$ cat src/mm64a_pkg.sv
// Shared types and constants for the MurmurHash64A block.
// No dependencies; used by mm64a_mul and murmur64a_hash_top.
`default_nettype none

package mm64a_pkg;

    localparam logic [63:0] MixMul   = 64'hc6a4a7935bd1e995;
    localparam int unsigned MixShift = 47;

    localparam int unsigned WordBytes = 8;
    localparam int unsigned CountW    = 4;
    localparam int unsigned LenW      = 32;
    localparam int unsigned AddrW     = 3;

    localparam logic [AddrW-1:0] RegHashSeed = 3'd0;

    typedef enum logic [7:0] {
        S_IDLE     = 8'b0000_0001,
        S_SEED     = 8'b0000_0010,
        S_DISPATCH = 8'b0000_0100,
        S_K1       = 8'b0000_1000,
        S_K2       = 8'b0001_0000,
        S_HMUL     = 8'b0010_0000,
        S_END      = 8'b0100_0000,
        S_FIN      = 8'b1000_0000
    } state_t;

    typedef struct packed {
        logic        start;
        logic [63:0] operand;
    } mul_req_t;

    typedef struct packed {
        logic        busy;
        logic [63:0] product;
    } mul_rsp_t;

    function automatic logic [63:0] xorshift(input logic [63:0] v);
        xorshift = v ^ (v >> MixShift);
    endfunction

endpackage

`default_nettype wire

$ cat src/mm64a_mul.sv
// Multiplies a 64-bit operand by the mixing constant, modulo 2**64, on one
// 32x32 multiplier, taking low by low, low by high, then high by low. Depends on mm64a_pkg.
`default_nettype none

module mm64a_mul
    import mm64a_pkg::*;
(
    input  wire logic     aclk,
    input  wire logic     aresetn,
    input  wire mul_req_t req,
    output mul_rsp_t      rsp
);

    logic [63:0] op_reg, op_next;
    logic [63:0] acc_reg, acc_next;
    logic [1:0]  step_reg, step_next;
    logic        busy_reg, busy_next;
    logic [31:0] mul_x, mul_y;
    logic [63:0] prod;

    always_comb begin
        case (step_reg)
            2'd0: begin
                mul_x = op_reg[31:0];
                mul_y = MixMul[31:0];
            end
            2'd1: begin
                mul_x = op_reg[31:0];
                mul_y = MixMul[63:32];
            end
            default: begin
                mul_x = op_reg[63:32];
                mul_y = MixMul[31:0];
            end
        endcase
    end

    assign prod = 64'(mul_x) * 64'(mul_y);

    always_comb begin
        op_next   = op_reg;
        acc_next  = acc_reg;
        step_next = step_reg;
        busy_next = busy_reg;
        if (req.start) begin
            op_next   = req.operand;
            step_next = 2'd0;
            busy_next = 1'b1;
        end else if (busy_reg) begin
            if (step_reg == 2'd0) begin
                acc_next = prod;
            end else begin
                acc_next[63:32] = acc_reg[63:32] + prod[31:0];
            end
            step_next = step_reg + 2'd1;
            if (step_reg == 2'd2) begin
                busy_next = 1'b0;
            end
        end
    end

    always_ff @(posedge aclk) begin
        if (!aresetn) begin
            busy_reg <= 1'b0;
            step_reg <= 2'd0;
        end else begin
            busy_reg <= busy_next;
            step_reg <= step_next;
        end
        op_reg  <= op_next;
        acc_reg <= acc_next;
    end

    assign rsp.busy    = busy_reg;
    assign rsp.product = acc_reg;

endmodule

`default_nettype wire

$ cat src/murmur64a_hash_top.sv
// Top level of the streaming MurmurHash64A block with its register port.
// Depends on mm64a_pkg and mm64a_mul.
// One item is taken at a time. Every multiplication by the mixing constant
// holds the shared 32x32 multiplier until it is done, and the state machine
// then hands its product on. A full word needs three such products, a short
// word one and an empty word none. A first word adds the length product and a
// last word adds one more to finalise, and the result may further wait while
// the previous result still waits on the receiver.
`default_nettype none

module murmur64a_hash_top
    import mm64a_pkg::*;
(
    input  wire logic             aclk,
    input  wire logic             aresetn,
    // data_word[63:0], valid_bytes[67:64], message_length[99:68], zero fill
    input  wire logic [103:0]     s_tdata,
    // first_item
    input  wire logic             s_tuser,
    input  wire logic             s_tlast,
    input  wire logic             s_tvalid,
    output logic                  s_tready,
    // hash_value[63:0]
    output logic [63:0]           m_tdata,
    // framing_error
    output logic                  m_tuser,
    output logic                  m_tvalid,
    input  wire logic             m_tready,
    input  wire logic             psel,
    input  wire logic             penable,
    input  wire logic             pwrite,
    input  wire logic [AddrW-1:0] paddr,
    input  wire logic [63:0]      pwdata,
    output logic [63:0]           prdata,
    output logic                  pready
);

    state_t state_reg, state_next;
    logic [63:0]       seed_reg, hash_reg, hash_next, word_reg, word_next;
    logic [CountW-1:0] nb_reg, nb_in;
    logic              last_reg, err_reg, err_next;
    logic [63:0]       out_data_reg, out_data_next;
    logic              out_err_reg, out_err_next;
    logic              out_valid_reg, out_valid_next;
    logic              in_fire, cfg_write;
    logic [CountW-1:0] valid_in;
    mul_req_t          mreq;
    mul_rsp_t          mrsp;

    assign pready    = 1'b1;
    assign prdata    = (paddr == RegHashSeed) ? seed_reg : '0;
    assign cfg_write = psel && penable && pwrite && pready;

    assign s_tready = (state_reg == S_IDLE);
    assign in_fire  = s_tvalid && s_tready;
    assign valid_in = s_tdata[67:64];
    assign nb_in    = (valid_in > CountW'(WordBytes)) ? CountW'(WordBytes) : valid_in;

    always_comb begin
        for (int unsigned i = 0; i < WordBytes; i++) begin
            word_next[i*8 +: 8] = (CountW'(i) < nb_in) ? s_tdata[i*8 +: 8] : 8'h00;
        end
    end

    mm64a_mul u_mul (
        .aclk    (aclk),
        .aresetn (aresetn),
        .req     (mreq),
        .rsp     (mrsp)
    );

    always_comb begin
        state_next     = state_reg;
        hash_next      = hash_reg;
        err_next       = err_reg;
        out_data_next  = out_data_reg;
        out_err_next   = out_err_reg;
        out_valid_next = out_valid_reg && !m_tready;
        mreq.start     = 1'b0;
        mreq.operand   = hash_reg;
        case (state_reg)
            S_IDLE: begin
                if (in_fire) begin
                    if (s_tuser) begin
                        mreq.start   = 1'b1;
                        mreq.operand = 64'(s_tdata[99:68]);
                        state_next   = S_SEED;
                    end else begin
                        state_next = S_DISPATCH;
                    end
                end
            end
            S_SEED: begin
                if (!mrsp.busy) begin
                    hash_next  = seed_reg ^ mrsp.product;
                    err_next   = 1'b0;
                    state_next = S_DISPATCH;
                end
            end
            S_DISPATCH: begin
                if (nb_reg == CountW'(WordBytes)) begin
                    mreq.start   = 1'b1;
                    mreq.operand = word_reg;
                    state_next   = S_K1;
                end else if (nb_reg != '0) begin
                    mreq.start   = 1'b1;
                    mreq.operand = hash_reg ^ word_reg;
                    state_next   = S_HMUL;
                end else begin
                    state_next = S_END;
                end
            end
            S_K1: begin
                if (!mrsp.busy) begin
                    mreq.start   = 1'b1;
                    mreq.operand = xorshift(mrsp.product);
                    state_next   = S_K2;
                end
            end
            S_K2: begin
                if (!mrsp.busy) begin
                    mreq.start   = 1'b1;
                    mreq.operand = hash_reg ^ mrsp.product;
                    state_next   = S_HMUL;
                end
            end
            S_HMUL: begin
                if (!mrsp.busy) begin
                    hash_next  = mrsp.product;
                    state_next = S_END;
                end
            end
            S_END: begin
                if (!last_reg) begin
                    if (nb_reg != CountW'(WordBytes)) begin
                        err_next = 1'b1;
                    end
                    state_next = S_IDLE;
                end else begin
                    mreq.start   = 1'b1;
                    mreq.operand = xorshift(hash_reg);
                    state_next   = S_FIN;
                end
            end
            S_FIN: begin
                if (!mrsp.busy && (!out_valid_reg || m_tready)) begin
                    out_data_next  = xorshift(mrsp.product);
                    out_err_next   = err_reg;
                    out_valid_next = 1'b1;
                    err_next       = 1'b0;
                    state_next     = S_IDLE;
                end
            end
            default: begin
                state_next = S_IDLE;
            end
        endcase
    end

    always_ff @(posedge aclk) begin
        if (!aresetn) begin
            state_reg     <= S_IDLE;
            seed_reg      <= '0;
            hash_reg      <= '0;
            err_reg       <= 1'b0;
            out_valid_reg <= 1'b0;
        end else begin
            state_reg     <= state_next;
            hash_reg      <= hash_next;
            err_reg       <= err_next;
            out_valid_reg <= out_valid_next;
            if (cfg_write) begin
                seed_reg <= pwdata;
            end
        end
        if (in_fire) begin
            word_reg <= word_next;
            nb_reg   <= nb_in;
            last_reg <= s_tlast;
        end
        out_data_reg <= out_data_next;
        out_err_reg  <= out_err_next;
    end

    assign m_tdata  = out_data_reg;
    assign m_tuser  = out_err_reg;
    assign m_tvalid = out_valid_reg;

    a_no_start_busy: assert property (@(posedge aclk) disable iff (!aresetn)
        mreq.start |-> !mrsp.busy)
        else $error("multiplier started while busy");

    a_result_from_fin: assert property (@(posedge aclk) disable iff (!aresetn)
        $rose(out_valid_reg) |-> $past(state_reg == S_FIN))
        else $error("result appeared outside finalisation");

    a_accept_leaves_idle: assert property (@(posedge aclk) disable iff (!aresetn)
        in_fire |=> state_reg != S_IDLE)
        else $error("accepted transaction did not start work");

    a_fin_needs_last: assert property (@(posedge aclk) disable iff (!aresetn)
        state_reg == S_FIN |-> last_reg)
        else $error("finalisation without a last word");

endmodule

`default_nettype wire

$ cat config.mk
export PLATFORM = sky130hd
export DESIGN_NAME = murmur64a_hash_top
export DESIGN_NICKNAME = d
export VERILOG_FILES = /design/src/mm64a_pkg.sv /design/src/mm64a_mul.sv /design/src/murmur64a_hash_top.sv
export SDC_FILE = /design/constraint.sdc
export NUM_CORES = 2
export LEC_CHECK = 0
export BUFFER_PORTS_ARGS = -buffer_cell sky130_fd_sc_hd__buf_2
export CAP_MARGIN = 20
export CORE_MARGIN = 2
export CORE_UTILIZATION = 53
export DETAILED_ROUTE_END_ITERATION = 10
export PLACE_DENSITY_LB_ADDON = 0.15
export SKIP_LAST_GASP = 1
export SYNTH_ARGS = -nofsm -noshare
export SYNTH_HDL_FRONTEND = slang
export SYNTH_SLANG_ARGS = --single-unit
$ cat constraint.sdc
create_clock -name aclk -period 13.2 [get_ports aclk]
set_input_delay 1.98 -clock aclk [delete_from_list [all_inputs] [get_ports aclk]]
set_output_delay 1.98 -clock aclk [all_outputs]
set_load 0.02 [all_outputs]
==> results.py <==
metrics = {
    "outcome": {
        "status": "finished, final reports clean",
    },
    "routing": {
        "highest_layer": "met5",
        "met3_length_um": 14800,
        "wl_met1_um": 61700,
        "drc": 0,
        "finalWirelength_um": 153000,
        "first_iter_violations": 3673,
        "routedWlPerCell_um": 25.5,
        "ant_nets": 0,
        "first_pass_iters": 6,
        "via_per_inst": 5.86,
        "met2_length_um": 68400,
        "vias": 35275,
    },
    "cts": {
        "cts.sinks": 403,
        "clk_pin_slew_ns": 0.09,
        "root_buffer": "clkbuf_16",
        "hold_buffers": 0,
        "cts_setup_buffers": 0,
        "htreeDepth": 2,
        "post_cts_resized": 0,
        "numCtsBuffers": 40,
        "clk_latency_ns": 0.57,
        "clk_path_buf_depth": 3,
        "tritoncts": "built",
    },
    "logic_synthesis": {
        "synth_area_leaders": "fa_1 (27%), edfxtp_1 (17%), ha_1 (12%), inv_1 (6.3%), dfxtp_1 (6.2%)",
        "synth_top_area_share_pct": 27.4,
        "ys_async_sr_fraction_pct": 0,
        "synth_area_per_cell_um2": 9.73,
        "synth_edf_count": 262,
        "ys_seq_area_share_pct": 23.7,
        "ys_ff_latch": 403,
        "ys_types": 79,
        "synth_most_common_cell": "inv_1",
        "syn_area_um2": 45200,
        "synthCells": 4643,
        "synth_largest_area_cell": "fa_1",
        "ys.warnings.count": 0,
        "synth_common_cells": "inv_1 (764), fa_1 (618), nand2_1 (480), ha_1 (435), edfxtp_1 (262)",
        "synth-main-ff-cell": "edfxtp_1",
    },
    "setup_path": {
        "critPathMaxFanout": 23,
        "reg2reg_slack_ns": 1.58,
        "arrival_ns": 11.89,
        "cp_num_cells": 39,
        "r2r_end": "u_mul.acc_reg[62]",
        "rr_startpoint": "u_mul.step_reg[1]",
        "slowest_delay_ns": 0.79,
        "cp_common_cell": "inv_1",
        "end_kind": "flop",
        "cp_top_family": "adder cells",
        "critPathLaunchType": "flop",
        "startpoint": "u_mul.step_reg[1]",
        "crit_required_ns": 13.47,
        "crit_path_end": "u_mul.acc_reg[62]",
        "crit_buf_inv": 7,
        "r2r_cells": 39,
        "path_class": "flop to flop",
        "cpMaxStageDelayCell": "mux2i_1",
    },
    "global_routing": {
        "grt_pass1_vias": 35191,
        "antenna_found_initial": 5,
        "grt_pass1_wl_um": 228000,
        "grt_usage_pct": 35.6,
        "grt_start_max_net_pins": 80,
        "overflow": 0,
    },
    "place": {
        "place_inst": 5940,
        "io_buffers": 306,
        "dp_hpwl_um": 124000,
        "place_congestion": 0.988,
        "place_area_um2": 47800,
    },
    "cells_and_area": {
        "design_area_um2": 49200,
        "antenna_cells": 0,
        "final_cells": 6015,
        "drive_gt1_share_pct": 9.79,
        "fin_nets": 6073,
        "area_delta_synth_final_pct": 8.80,
        "post-route-util_pct": 57.9,
    },
    "sta": {
        "rsz0062_at_grt": "false",
        "period_share_pct": 88.0,
        "worst_slew_pin_slew_ns": 1.08,
        "maxSlewHeadroom_pct": 27.7,
        "slew_violations": 0,
        "fin_skew_ns": 0.0298,
        "setup_viol": 0,
        "tns_ns": 0,
        "hold_viol": 0,
        "max_freq_mhz": 86.1,
        "min_period_ns": 11.62,
    },
    "floorplan": {
        "die-height_um": 296,
        "die_x_um": 296,
        "row_count": 107,
        "start_util_pct": 53.2,
        "core_area_um2": 84900,
        "io_pins": 312,
        "dieArea_um2": 87600,
    },
    "worst_hold_path": {
        "hold_path_depth": 2,
        "min_path_type": "flop to flop",
    },
    "run": {
        "max-cap-violations": 0,
    },
}
-- worst reg2reg max path, delay by kind of cell (launching register included) --
family / cells / cell delay (ns)
compound gates: 7 / 2.14
flops: 1 / 0.36
xor+xnor: 2 / 0.52
mux: 2 / 0.89
buf+inv: 7 / 0.79
fa+ha+maj: 11 / 4.63
simple gates: 10 / 1.96
-- layout make-up --
| cell class | instances | area (um^2) |
|---|---|---|
| Clock buffer | 56 | 1140 |
| Clock inverter | 17 | 174 |
| Fill cell | 7604 | 35700 |
| Inverter | 767 | 2880 |
| Multi-Input combinational cell | 3268 | 30900 |
| Sequential cell | 403 | 10700 |
| Tap cell | 1144 | 1430 |
| Timing Repair Buffer | 360 | 1960 |
-- cell families (layout without fill, tap and decap cells) --
family / after synthesis / count (layout) / synth area share (%)
compound gates: 843 / 843 / 12.1
buf+inv: 977 / 1200 / 8.20
mux: 41 / 41 / 0.914
other cells: 2 / 7 / 0.0166
fa+ha+maj: 1053 / 1053 / 39.4
xor+xnor: 199 / 199 / 3.89
flops: 403 / 403 / 23.7
simple gates: 1125 / 1125 / 11.8
-- stage by stage --
step / hold WS [ns] / worst slack [ns]
finish: 0.480 / 1.58
global route: 0.482 / 1.06
CTS: 0.477 / 1.68
detailed placement: 0.453 / 1.84
global placement: 0.442 / 1.83
floorplan: 0.423 / 3.20
-- cells in the final DEF, fill, tap and decap left out, drive strengths merged, types with 19 or more instances in the layout --
cell type,instances
and2,104
nor2b,74
xnor2,75
a21boi,66
nor3b,20
a31oi,19
nand3,148
a21o,55
clkbuf,56
nand4,20
o311ai,31
edfxtp,262
inv,767
fa,618
buf,360
and3,19
mux2i,39
nor3,44
dfxtp,141
xor2,123
a211oi,22
nand2,481
o211a,64
nor2,134
o21ai,217
ha,435
a21oi,255
or2,30
-- worst min-delay path by stage --
stage	from	endpoint
floorplan	err_reg	m_tuser
global placement	err_reg	m_tuser
detailed placement	err_reg	m_tuser
CTS	err_reg	m_tuser
global route	err_reg	m_tuser
finish	seed_reg[31]	seed_reg[31]
-- routing by layer --
metal | up-vias | global-route usage (%)
li1 | 15660 | -
met1 | 17477 | 48.7
met2 | 1785 | 54.9
met3 | 347 | 7.39
met4 | 6 | 15.4
met5 | - | 0
Power is not shown: default switching activity piles up to over one toggle a cycle in this logic, so the estimate is an artifact.
